`config.mk`:
```
export PLATFORM = sky130hd
export DESIGN_NAME = bfm_mod_unit
export DESIGN_NICKNAME = d
export VERILOG_FILES = /design/src/sv/bfm_pkg.sv /design/src/sv/bfm_mod_unit.sv
export SDC_FILE = /design/constraint.sdc
export NUM_CORES = 1
export LEC_CHECK = 0
export ABC_AREA = 1
export ABC_CLOCK_PERIOD_IN_PS = 2450
export BUFFER_PORTS_ARGS = -buffer_cell sky130_fd_sc_hd__buf_2
export CORE_ASPECT_RATIO = 0.7
export CORE_MARGIN = 3
export CORE_UTILIZATION = 56
export DETAILED_ROUTE_END_ITERATION = 16
export HOLD_SLACK_MARGIN = 0.06
export PLACE_DENSITY = 0.81
export SLEW_MARGIN = 40
export SYNTH_ARGS = -nofsm -noshare
export SYNTH_HDL_FRONTEND = slang
export SYNTH_SLANG_ARGS = --single-unit
```
`constraint.sdc`:
```
create_clock -name clk -period 2.45 [get_ports clk]
set_clock_uncertainty 0.05 [all_clocks]
set_input_delay 0.3675 -clock clk [delete_from_list [all_inputs] [get_ports clk]]
set_output_delay 0.3675 -clock clk [all_outputs]
set_load 0.1 [all_outputs]
```
`src/sv/bfm_pkg.sv`:
```
// Package with shared types and constants of the Bloom filter membership core.
package bfm_pkg;

    localparam int unsigned DEF_MAX_FILTER_BITS = 65536;
    localparam int unsigned DEF_MAX_KEY_BYTES   = 64;
    localparam int unsigned DEF_MAX_HASHES      = 30;

    localparam int unsigned BIT_COUNT_W = 17;
    localparam int unsigned HASH_CNT_W  = 5;
    localparam int unsigned CFG_DATA_W  = 17;

    localparam logic [63:0] GOLDEN = 64'h9E3779B97F4A7C15;
    localparam logic [63:0] MIX1   = 64'hBF58476D1CE4E5B9;
    localparam logic [63:0] MIX2   = 64'h94D049BB133111EB;

    localparam logic [0:0] REG_BIT_COUNT = 1'b0;
    localparam logic [0:0] REG_HASHES    = 1'b1;

    typedef enum logic [1:0] {
        CMD_BYTE  = 2'd0,
        CMD_ADD   = 2'd1,
        CMD_QUERY = 2'd2,
        CMD_CLEAR = 2'd3
    } cmd_t;

    // Operations of the shared 64-bit hash unit.
    typedef enum logic [2:0] {
        HOP_LOAD,
        HOP_BYTE,
        HOP_MULG,
        HOP_SH27,
        HOP_MUL1,
        HOP_SH31,
        HOP_MUL2,
        HOP_SH32
    } hop_t;

    typedef struct packed {
        logic start;
        hop_t op;
    } hash_ctl_t;

endpackage

```
`src/sv/bfm_mod_unit.sv`:
```
// Restoring modulo unit: reduces a 64-bit hash by the bit count, one bit a cycle.
module bfm_mod_unit
    import bfm_pkg::*;
#(
    parameter int unsigned M_W = 17
)
(
    input  logic           clk,
    input  logic           rst_n,
    input  logic           start,
    input  logic [63:0]    dividend,
    input  logic [M_W-1:0] divisor,
    output logic           done,
    output logic [M_W-1:0] remainder
);
    logic [63:0]  q_reg, q_next;
    logic [M_W:0] r_reg, r_next;
    logic [6:0]   cnt_reg, cnt_next;
    logic         busy_reg, busy_next;
    logic [M_W:0] sh;

    assign sh = {r_reg[M_W-1:0], q_reg[63]};

    always_comb
    begin
        q_next    = q_reg;
        r_next    = r_reg;
        cnt_next  = cnt_reg;
        busy_next = busy_reg;
        done      = 1'b0;
        if (start)
        begin
            q_next    = dividend;
            r_next    = '0;
            cnt_next  = 7'd0;
            busy_next = 1'b1;
        end
        else if (busy_reg)
        begin
            q_next = {q_reg[62:0], 1'b0};
            if (sh >= {1'b0, divisor})
                r_next = sh - {1'b0, divisor};
            else
                r_next = sh;
            cnt_next = cnt_reg + 7'd1;
            if (cnt_reg == 7'd63)
            begin
                busy_next = 1'b0;
                done      = 1'b1;
            end
        end
    end

    always_ff @(posedge clk or negedge rst_n)
    begin
        if (!rst_n)
        begin
            busy_reg <= 1'b0;
            cnt_reg  <= 7'd0;
        end
        else
        begin
            busy_reg <= busy_next;
            cnt_reg  <= cnt_next;
        end
    end

    always_ff @(posedge clk)
    begin
        q_reg <= q_next;
        r_reg <= r_next;
    end

    assign remainder = r_next[M_W-1:0];
endmodule

```
# After elaboration in Yosys (flattened, before gate mapping)
# Index checks and enable logic that the tools add are counted.
# word_totals
regBits	89
output_inout_bits	18
# classes
add_sub_neg	2
magnitude_cmp	1
n_eq_ne	1
n_mux	13
reduce_logical	1
# ops
cell	n
two-way mux 64 bit	2
two-way mux 17 bit	3
>= comparator 18 x 17 -> 1 bit	1
subtractor 17 bit	1
two-way mux 7 bit	2
adder 7 x 1 -> 7 bit, second input constant	1
equality test 7 x 6 -> 1 bit, second input constant	1
two-way mux 1 bit	6
nonzero test 2 bit	1

# Depth between registers and ports, before layout
# depth
ltp_word	4
depth_mapped	15
depth_no_buf	15

# Worst setup path before layout
# OpenSTA, ideal clock, no wires.
# synth_timing
path_kind	register to output
from	register q_reg[63]
to	output remainder[16]
t_arrival_ns	2.917
path_slack_ns	-0.884
path_stages_with_launch	16
n_path_buf	0
path_cell_list	edfxtp_1 inv_1 ha_1 inv_1 fa_1 nand2_1 nand2_1 nand3_1 nand2_1 nand2_1 nand2_1 nand2_1 nand2_1 nor2_1 nor2_1 nor2_1
# synth_between
elab_chain_len	4
elab_cells_between_ends	5
cone_classes	1 x add/sub; 1 x order compare; 3 x mux
# synth_lines
item	line	text
from (decl)	bfm_mod_unit.sv:16	logic [63:0] q_reg, q_next;
from (signal assigned)	bfm_mod_unit.sv:70	q_reg <= q_next;
subtractor 17 bit / >= comparator 18 x 17 -> 1 bit (equally long branches)	bfm_mod_unit.sv:42, bfm_mod_unit.sv:41	
two-way mux 17 bit *	bfm_mod_unit.sv:41	if (sh >= {1'b0, divisor})
two-way mux 17 bit *	bfm_mod_unit.sv:38	else if (busy_reg)
two-way mux 17 bit *	bfm_mod_unit.sv:31	if (start)
to (decl)	bfm_mod_unit.sv:14	output logic [M_W-1:0] remainder
# Every way passes the cells marked *; elsewhere a longest branch is shown, timed or not.

# Worst setup path in the final report
# Same ends and word-level chain as after synthesis.

==> results.yml <==
floorplanning:
  num_rows: 28
  die-height_um: 85.7
  coreArea_um2: 8650
  die_w_um: 120
  start_util: 0.588
  die_area_um2: 10300
  io_pins: 102
setup_path:
  arrival_ps: 2430
  rr_worst_depth: 16
  reg2reg_to: "r_reg[16]$_DFF_P_"
  rrSetupSlack_ps: 320
  crit_path_max_fanout: 3
  startpoint_type: "flip-flop"
  end_kind: "output port"
  critical_path_class: "flip-flop to output port"
  cp.required_ps: 2030
  reg2reg_from: "q_reg[63]$_DFFE_PP_"
layout:
  regArea_um2: 2460
  largest_register_ffs: 64
  multi_input_area_um2: 2600
  syn2layout_area_growth_pct: 38.3
  fillers: 573
  layout-drive-gt1-share: 0.317
  num-nets-final: 925
  diodes: 0
  fin_area_um2: 7030
yosys:
  synth.distinct_cells: 33
  synth.most_common_cell: "nand2_1"
  netlist_area_um2: 5080
  ys_top_cells_by_area: "edfxtp_1 (38%), nand2_1 (25%), dfxtp_1 (6.7%)"
  yosys-top-cells-count: "nand2_1 (336), inv_1 (83), edfxtp_1 (64)"
  syn-num-nets: 784
  syn_area_per_cell_um2: 7.47
  post-synth-top-area-cell: "edfxtp_1"
  synth_edf_count: 64
  ys_ff_latch: 89
  async_flop_share: 0.0899
  ys_warn_count: 0
  synthFlopType: "edfxtp_1"
  netlist_instances: 681
  seq_area_frac_synth: 0.484
  yosysTopAreaCellShare: 0.378
worst_hold_path:
  worstHoldEndpoint: "q_reg[58]$_DFFE_PP_"
  worstHoldPathType: "input pin to flip-flop"
  worstHoldStart: "dividend[58]"
  hold_path_depth: 3
drt:
  via_per_inst: 5.14
  vias: 4869
  wl_per_cell_um: 14.8
  drtIter0Drc: 470
  firstDrtPassIters: 5
  routed_wl_um: 14000
  final_antenna_net_count: 0
  drc: 0
sta:
  slew_viol_final: 0
  hold_viol_final: 0
  layout_min_cycle_time_ps: 2850
  setup_violations: 17
  fmax_mhz: 351
  tns_ps: -5730
  slew_headroom: 0.614
  setup_ws_ps: -402
  finalHoldWorstSlack_ps: 245
  period_share: 1.16
  tightest_slew_ps: 579
  rsz0062_at_grt: "yes"
global_routing:
  antenna_found_initial: 0
  grt_max_degree: 64
  overflow: 0
  grt_usage: 0.268
  grt_pass1_wl_um: 21900
  grt_pass1_vias: 4728
outcome:
  status: "finished, violations left"
  violations: "setup timing"
clocking:
  cts_max_path_buffers: 2
  cts-root-buf: "clkbuf_16"
  cts_tree: "yes"
  htree_levels: 3
  clock_latency_ps: 340
  path_clk_slew_ps: 60
  cts.sinks: 89
  cts_made_buffers: 9
pwr:
  leakagePower_nw: 3.63
  irDropWorstVdd_v: 0.000871
  power_mw: 6.98
  p_per_area_nw_per_um2: 993
place:
  placed_area_um2: 6420
  place.gp.congestion: 0.962
  port_buffers: 101
  dp_hpwl_um: 9810
  pre_cts_ws_ps: -208
job:
  cap_violations: 0
==> per-layer routing <==
| layer | global-route usage | share of wire | vias to the layer above |
|---|---|---|---|
| li1 | - | - | 2394 |
| met1 | 0.360 | 0.43 | 2229 |
| met2 | 0.430 | 0.47 | 211 |
| met3 | 0.0791 | 0.077 | 35 |
| met4 | 0.0769 | 0.017 | 0 |
| met5 | 0 | 0 | - |
==> power by group <==
group	total (mW)	leakage, nW	internal, mW	switching, mW
registers	1.95	0.947	1.82	0.130
logic	3.64	2.54	1.38	2.25
clock network	1.39	0.139	0.795	0.599
total	6.98	3.63	4.00	2.98
==> cells by family after synthesis <==
logic type / Yosys count / share of synthesized area
AOI/OAI and AO/OA: 26 / 0.0266
xor gates and xnor gates: 7 / 0.0121
buffers and inverters: 109 / 0.0846
adders and majority gates: 19 / 0.0482
and+or+nand+nor: 431 / 0.344
DFF: 89 / 0.484
==> critical path, stage by stage (launching register included) <==
cell and delay (ps):
edfxtp_1 380, inv_2 90, ha_4 120, inv_2 40, fa_2 370, nand2_2 100, nand2_4 70, nand3_4 80
nand2_4 50, nand2_2 80, nand2_2 50, nand2_1 90, nand2_1 70, nor2_2 130, nor2_2 60, nor2_4 110
buf_12 180
==> cells in the final DEF (no fill, tap or decap), drive strengths merged, types with 3 or more instances in the layout <==
master,count
xnor2,4
clkinvlp,5
nand2,345
inv,85
dfxtp,17
buf,150
edfxtp,64
dfrtp,8
ha,18
clkbuf,11
nand3,33
nor3,8
o21ai,9
xor2,3
a21oi,15
nor2,39
==> final cells by class <==
| cell class | count | share of cell area |
|---|---|---|
| multi-input combinational | 483 | 0.370 |
| sequential | 89 | 0.350 |
| timing repair buffer | 152 | 0.167 |
| clock buffer | 10 | 0.0326 |
| inverter | 87 | 0.0491 |
| clock inverter | 6 | 0.00961 |
| tap | 120 | 0.0214 |
==> stage by stage <==
stage,std cells,util
6_report,947,0.813
2_1_floorplan,681,-
4_1_cts,946,0.796
5_1_grt,947,0.813
3_3_place_gp,927,0.742
3_5_place_dp,927,0.742
==> how the worst max path moves through the flow <==
stage                                   start            end  depth (start not counted)
after floorplan           q_reg[63]$_DFFE_PP_  remainder[14]                         15
after global placement             divisor[3]   remainder[3]                         14
final                     q_reg[63]$_DFFE_PP_  remainder[16]                         16
after CTS                 q_reg[63]$_DFFE_PP_  remainder[16]                         16
after detailed placement           divisor[1]  remainder[13]                         14
after global routing         r_reg[0]$_DFF_P_   remainder[2]                         12
==> what timing repair did <==
item                                    in CTS  in global routing
endpoints found under the setup margin      17                 18
resized for setup                           38                 28
gates cloned                                 0                  0
buffers inserted                             2                  1
pin swaps                                   14                 17
hold endpoints to repair                     8                  0
hold buffers                                 1                  0
No activity file was read; power rests on OpenSTA's default activity.
