$ cat config.mk
export PLATFORM = sky130hd
export DESIGN_NAME = bfm_hash_unit
export DESIGN_NICKNAME = d
export VERILOG_FILES = /design/src/sv/bfm_pkg.sv /design/src/sv/bfm_hash_unit.sv
export SDC_FILE = /design/constraint.sdc
export NUM_CORES = 2
export LEC_CHECK = 0
export ABC_AREA = 1
export BUFFER_PORTS_ARGS = -buffer_cell sky130_fd_sc_hd__clkbuf_2
export CORE_ASPECT_RATIO = 1.75
export CORE_MARGIN = 10
export CORE_UTILIZATION = 45
export DETAILED_ROUTE_END_ITERATION = 6
export GPL_TIMING_DRIVEN = 0
export HOLD_SLACK_MARGIN = 0.06
export PLACE_DENSITY_LB_ADDON = 0.2
export SKIP_LAST_GASP = 1
export SYNTH_ARGS = -nofsm -noshare
export SYNTH_HDL_FRONTEND = slang
export SYNTH_SLANG_ARGS = --single-unit
$ cat constraint.sdc
create_clock -name clk -period 11.55 [get_ports clk]
set_clock_uncertainty 0.2 [all_clocks]
set_input_delay 0.5775 -clock clk [delete_from_list [all_inputs] [get_ports clk]]
set_output_delay 0.5775 -clock clk [all_outputs]
set_load 0.02 [all_outputs]
$ cat src/sv/bfm_pkg.sv
// Package with shared types and constants of the Bloom filter membership core.
package bfm_pkg;

    localparam int unsigned DEF_MAX_FILTER_BITS = 65536;
    localparam int unsigned DEF_MAX_KEY_BYTES   = 64;
    localparam int unsigned DEF_MAX_HASHES      = 30;

    localparam int unsigned BIT_COUNT_W = 17;
    localparam int unsigned HASH_CNT_W  = 5;
    localparam int unsigned CFG_DATA_W  = 17;

    localparam logic [63:0] GOLDEN = 64'h9E3779B97F4A7C15;
    localparam logic [63:0] MIX1   = 64'hBF58476D1CE4E5B9;
    localparam logic [63:0] MIX2   = 64'h94D049BB133111EB;

    localparam logic [0:0] REG_BIT_COUNT = 1'b0;
    localparam logic [0:0] REG_HASHES    = 1'b1;

    typedef enum logic [1:0] {
        CMD_BYTE  = 2'd0,
        CMD_ADD   = 2'd1,
        CMD_QUERY = 2'd2,
        CMD_CLEAR = 2'd3
    } cmd_t;

    // Operations of the shared 64-bit hash unit.
    typedef enum logic [2:0] {
        HOP_LOAD,
        HOP_BYTE,
        HOP_MULG,
        HOP_SH27,
        HOP_MUL1,
        HOP_SH31,
        HOP_MUL2,
        HOP_SH32
    } hop_t;

    typedef struct packed {
        logic start;
        hop_t op;
    } hash_ctl_t;

endpackage

$ cat src/sv/bfm_hash_unit.sv
// Shared 64-bit hash datapath: xor, multiply in 32-bit slices, xorshift.
module bfm_hash_unit
    import bfm_pkg::*;
#(
    parameter int unsigned LEN_W = 7
)
(
    input  logic             clk,
    input  logic             rst_n,
    input  hash_ctl_t        ctl,
    input  logic [63:0]      seed,
    input  logic [LEN_W-1:0] len,
    input  logic [7:0]       key_byte,
    output logic [63:0]      hash,
    output logic             mul_done
);
    // Multiply modulo 2^64 as three 32x32 partial products, accumulated in turn.
    logic [63:0] h_reg, h_next;
    logic [1:0]  ph_reg, ph_next;
    logic [63:0] acc_reg, acc_next;
    logic [63:0] mulc;
    logic [63:0] lenmul;
    logic [31:0] pa, pb;
    logic [63:0] prod;

    assign lenmul = {{(64-LEN_W){1'b0}}, len} * GOLDEN;

    always_comb
    begin
        unique case (ctl.op)
            HOP_MUL1: mulc = MIX1;
            HOP_MUL2: mulc = MIX2;
            default:  mulc = GOLDEN;
        endcase
    end

    always_comb
    begin
        case (ph_reg)
            2'd0:    begin pa = h_reg[31:0];  pb = mulc[31:0];  end
            2'd1:    begin pa = h_reg[31:0];  pb = mulc[63:32]; end
            default: begin pa = h_reg[63:32]; pb = mulc[31:0];  end
        endcase
        prod = {32'd0, pa} * {32'd0, pb};
    end

    always_comb
    begin
        h_next   = h_reg;
        ph_next  = 2'd0;
        acc_next = acc_reg;
        mul_done = 1'b0;
        if (ctl.start)
        begin
            unique case (ctl.op)
                HOP_LOAD: h_next = seed ^ lenmul;
                HOP_BYTE: h_next = h_reg ^ {56'd0, key_byte};
                HOP_SH27: h_next = h_reg ^ (h_reg >> 27);
                HOP_SH31: h_next = h_reg ^ (h_reg >> 31);
                HOP_SH32: h_next = h_reg ^ (h_reg >> 32);
                default:
                begin
                    case (ph_reg)
                        2'd0:
                        begin
                            acc_next = prod;
                            ph_next  = 2'd1;
                        end
                        2'd1:
                        begin
                            acc_next = acc_reg + {prod[31:0], 32'd0};
                            ph_next  = 2'd2;
                        end
                        default:
                        begin
                            h_next   = acc_reg + {prod[31:0], 32'd0};
                            mul_done = 1'b1;
                        end
                    endcase
                end
            endcase
        end
    end

    always_ff @(posedge clk or negedge rst_n)
    begin
        if (!rst_n)
            ph_reg <= 2'd0;
        else
            ph_reg <= ph_next;
    end

    always_ff @(posedge clk)
    begin
        h_reg   <= h_next;
        acc_reg <= acc_next;
    end

    assign hash = h_reg;
endmodule

Yosys cells after proc, flatten, opt, wreduce, memory -nomap -nowiden

Cells that the tools add are included.

Muxes and demuxes: 12
$add $sub $neg: 1
$mul: 2
Bitwise operators: 6
Reduce and logical (&&, ||, !) cells: 7
Eq/ne operators: 8

Operator list:

| kind                                                                  | number |
|---|---|
| 64-bit one-hot mux with 5 select lines                                | 1 |
| 64-bit one-hot mux with 2 select lines                                | 1 |
| 62-bit one-hot mux with 2 select lines                                | 1 |
| 64-bit adder                                                          | 1 |
| 32-bit by 32-bit multiplier with 64-bit output                        | 1 |
| 7-bit by 64-bit multiplier with 64-bit output, second input constant  | 1 |
| 32-bit 2-to-1 mux                                                     | 2 |
| 64-bit 2-to-1 mux                                                     | 1 |
| 64-bit by 32-bit XOR with 64-bit output                               | 1 |
| 64-bit by 33-bit XOR with 64-bit output                               | 1 |
| 64-bit by 37-bit XOR with 64-bit output                               | 1 |
| 64-bit XOR                                                            | 1 |
| 64-bit by 8-bit XOR with 64-bit output                                | 1 |
| 3-bit equality test, second input constant                            | 4 |
| 6-bit by 1-bit != test with 1-bit output, second input constant       | 1 |
| 5-bit OR reduction                                                    | 1 |
| 2-bit 2-to-1 mux                                                      | 2 |
| 2-bit one-hot mux with 2 select lines                                 | 1 |
| 3-bit by 1-bit equality test with 1-bit output, second input constant | 1 |
| 3-bit by 2-bit equality test with 1-bit output, second input constant | 1 |
| 3-bit logical NOT                                                     | 1 |
| 1-bit 2-to-1 mux                                                      | 3 |
| 3-bit AND reduction                                                   | 1 |
| 2-bit by 1-bit equality test with 1-bit output, second input constant | 1 |
| 5 further kinds                                                       | 5 |

Register bits after elaboration: 130
Word-level logic and storage cells: 39
Input port bits: 85

Depth between registers and ports, before layout

Word-level depth: 7
Gate-level depth with buffers: 47
Mapped depth without buffers: 46

Worst setup path after synthesis

Ideal clock, no wire load.

Path kind: in2reg
Start point: input port ctl[2] (netlist name)
End point: register h_reg[62] (netlist: hash[62]) (data pin)
Stages: 41
Buffers on the path: 2
Arrival time: 8.262 ns
Setup slack: 2.835 ns
Path through: inv_2 -> nor2_4 -> inv_2 -> clkbuf_1 -> ha_1 -> clkbuf_1 -> nor2_1 -> inv_1 -> fa_1 -> inv_1 -> fa_1 -> inv_1 -> fa_1 -> fa_1 -> inv_1 -> fa_1 -> inv_1 -> fa_1 -> (+5 left out) -> nor2_1 -> and2_1 -> nand2_1 -> nand2_1 -> nand2_1 -> nand2_1 -> xor2_1 -> inv_1 -> ha_1 -> nand2_1 -> nor3_1 -> nand2_1 -> nor2_1 -> nor2_1 -> nand2_1 -> nand2_1 -> nand3_1 -> nand2_1

Longest elaborated chain between the ends: 7

RTL lines:

| what                                           | RTL line            | text |
|---|---|---|
| start: declaration                             | bfm_hash_unit.sv:10 | `input hash_ctl_t ctl,` |
| 3-bit equality test                            | bfm_hash_unit.sv:30 | `unique case (ctl.op)` |
| 62-bit one-hot mux with 2 select lines         | bfm_hash_unit.sv:30 |  |
| 32-bit 2-to-1 mux                              | bfm_hash_unit.sv:39 | `case (ph_reg)` |
| 32-bit by 32-bit multiplier with 64-bit output | bfm_hash_unit.sv:44 | `prod = {32'd0, pa} * {32'd0, pb};` |
| 64-bit adder                                   | bfm_hash_unit.sv:76 | `h_next = acc_reg + {prod[31:0], 32'd0};` |
| 64-bit 2-to-1 mux                              | bfm_hash_unit.sv:63 | `case (ph_reg)` |
| 64-bit one-hot mux with 5 select lines *       | bfm_hash_unit.sv:55 | `unique case (ctl.op)` |
| end signal: assignment                         | bfm_hash_unit.sv:95 | `h_reg <= h_next;` |
| end: declaration                               | bfm_hash_unit.sv:18 | `logic [63:0] h_reg, h_next;` |

Mark *: on every way between the ends. The rest lies on a longest branch, timed or not. The select of a mux whose other input is x is not followed.
A chain may end at the register's enable or synchronous reset.

Worst setup path after layout

Start point: input port ctl[2] (netlist name)
End point: register h_reg[63] (netlist: hash[63]) (data pin)

The elaborated chain is that of the path after synthesis.

==> results.cfg <==
[logic_synthesis]
yosysTopAreaCell = fa_1
ys_seq_area_frac = 0.0776
ys_types = 48
yosys.area.top_type_share = 0.393
syn-cell-area_mm2 = 0.0502
synth.net_count = 7877
yosys.area_share.xor_xnor = 0.0363
synthTopCellsByArea = fa_1, ha_1, inv_1
synthAdderAreaFrac = 0.502
synth_cells = 6369
ys_ff_latch = 130
synth_compound_area_frac = 0.0570
synth_simple_gate_area_frac = 0.201
yosysWarnings = 0
avgSynthCellArea_um2 = 7.88
synth_top_family_by_area = adder cells
synth.area.mux_share = 0

[placed_design]
hpwlAfterDp_um = 238000
io_buffer_count = 149
gp_congestion = 1.11
dp_slack_ns = -1.78

[clock_tree]
cts-buffers-inserted = 17
clk_pin_slew_ns = 0.07
cts_max_level = 4
root_buffer = clkbuf_16
insertion_delay_ns = 0.49
ctsLongestPathBuffers = 2
cts_tree = done
cts.sinks = 130

[critical_path]
cpMostUsedCell = fa_1
critPathKind = in2reg
r2r_start = hash[32]
crit_slowest_cell = fa_1
crit_fanout = 10
r2r_cells = 34
endpoint_kind = flop
cp_slowest_stage_delay_ns = 0.76
reg2reg_to = hash[63]
worstPathArrival_ns = 11.64
setup.worst_path.start = ctl[2]
startpoint_type = input port
cp_data_required_time_ns = 11.54
r2r_setup_slack_ns = -0.09

[final_layout]
final_cell_mix = inv_1, nand2_1, fa_1, nor2_1, ha_1
final_util = 0.487
nNetsFinal = 8063
layout_commonest_cell = inv_1
syn2layout_area_growth_pct = 7.79
drive_gt1_frac = 0.0714

[timing]
worstMarginPinSlew_ns = 1.47
fin_crit_ns = 11.65
finalSetupViolations = 2
finalHoldViolations = 0
max_freq_mhz = 85.8
rsz0062_at_grt = true
fin_crit_sh = 1.01
slew-limit-headroom = 0.0214
fin_ws_ns = -0.101
slew_violations = 0

[detailed_routing]
postRouteAntennaNets = 0
num_vias = 46000
viasPerCell = 5.71
drt-total-wl_um = 274000
first_pass_iters = 6
drt_iter0_drc = 3644
drc = 0
wire_per_inst_um = 34.1

[floorplan]
die_height_um = 462
core_mm2 = 0.111
pin_count = 150
rows = 162
dieArea_mm2 = 0.126
die_x_um = 272
start_util = 0.452

[grt]
overflow = 0
grt_usage = 0.441
antenna_found_initial = 13
grt_pass1_wl_um = 377000
grt_max_degree = 32
grt_pass1_vias = 49800

[outcome]
violations = setup timing
status = finished, violations left

[flow_run]
drv_cap = 0

[min_path]
holdCritPathClass = in2async
[metrics by stage]
stage          hold WS (ns)  setup TNS (ns)  area (um2)  std cells
6_report              0.286          -0.156       54100       8053
3_5_place_dp          0.175          -30.59       52900       8000
3_3_place_gp          0.175          -32.56       52800       7994
4_1_cts               0.288               0       53700       8031
5_1_grt               0.287         -0.0323       54100       8047
2_1_floorplan        0.0819               0       50200       6369
[kinds of logic (layout without fill, tap and decap cells)]
kind of cell,after synthesis,in the layout
simple gates,2448,2448
buf+inv,1651,1850
fa+ha+maj,1423,1423
compound gates,509,509
xor+xnor,208,208
flops,130,130
other cells,0,9
[how the worst max path moves through the flow]
| stage | endpoint | slack [ns] | cells after the start |
|---|---|---|---|
| after floorplan | hash[62] | 2.83 | 41 |
| after global placement | hash[63] | -1.84 | 39 |
| after detailed placement | hash[63] | -1.78 | 38 |
| after CTS | hash[63] | 0.001 | 38 |
| after global routing | hash[59] | -0.03 | 36 |
| final | hash[63] | -0.10 | 36 |
[cells in the mapped netlist (all sizes together)]
| library cell | n |
|---|---|
| a32oi | 5 |
| nor4 | 8 |
| o31a | 1 |
| xnor2 | 58 |
| or2 | 55 |
| nand3 | 250 |
| o2111ai | 3 |
| and2 | 6 |
| fa | 986 |
| o21ai | 164 |
| clkbuf | 99 |
| o22ai | 17 |
| nand3b | 33 |
| edfxtp | 128 |
| a21boi | 11 |
| o21a | 9 |
| ha | 437 |
| a21o | 15 |
| xor2 | 150 |
| nand4 | 36 |
| nor2 | 717 |
| clkinv | 3 |
| nand2 | 1305 |
| a221oi | 16 |
| inv | 1469 |
| a31oi | 4 |
| o21bai | 19 |
| buf | 80 |
| nor3 | 38 |
| o211ai | 9 |
| dfrtp | 2 |
| a21oi | 236 |
[layout make-up]
| type | count | area, um2 |
|---|---|---|
| fill | 11600 | 57000 |
| multi-input combinational | 4588 | 40400 |
| inverter | 1472 | 5540 |
| sequential | 130 | 3890 |
| tap | 1476 | 1850 |
| timing repair buffer | 172 | 1040 |
| buffer | 174 | 852 |
| clock buffer | 17 | 425 |
| clock inverter | 15 | 109 |
| antenna | 9 | 22.5 |
[critical path: cells and delay by family]
family	cells	cell delay [ns]
AND/OR/NAND/NOR	8	1.49
XOR/XNOR	1	0.62
buffers and inverters	10	2.01
adder cells (fa/ha/maj)	11	5.66
AO/OA/AOI/OAI	6	1.22
[layer usage]
| layer | vias up | routed length, um | GRT usage | part of all wire |
|---|---|---|---|---|
| li1 | 19600 | - | - | - |
| met1 | 22600 | 75500 | 0.367 | 0.28 |
| met2 | 2537 | 136000 | 0.774 | 0.50 |
| met3 | 1303 | 18400 | 0.0991 | 0.067 |
| met4 | 12 | 44300 | 0.559 | 0.16 |
| met5 | - | 98 | 0 | 0.00036 |
[repair_timing]
item / CTS / global route
hold endpoints to repair: 2 / 0
resized for setup: 55 / 94
hold buffers: 1 / 0
setup buffers: 2 / 12
setup endpoints to repair: 39 / 28
pin swaps: 0 / 6
Power is not shown: default switching activity piles up to over one toggle a cycle in this logic, so the estimate is an artifact.
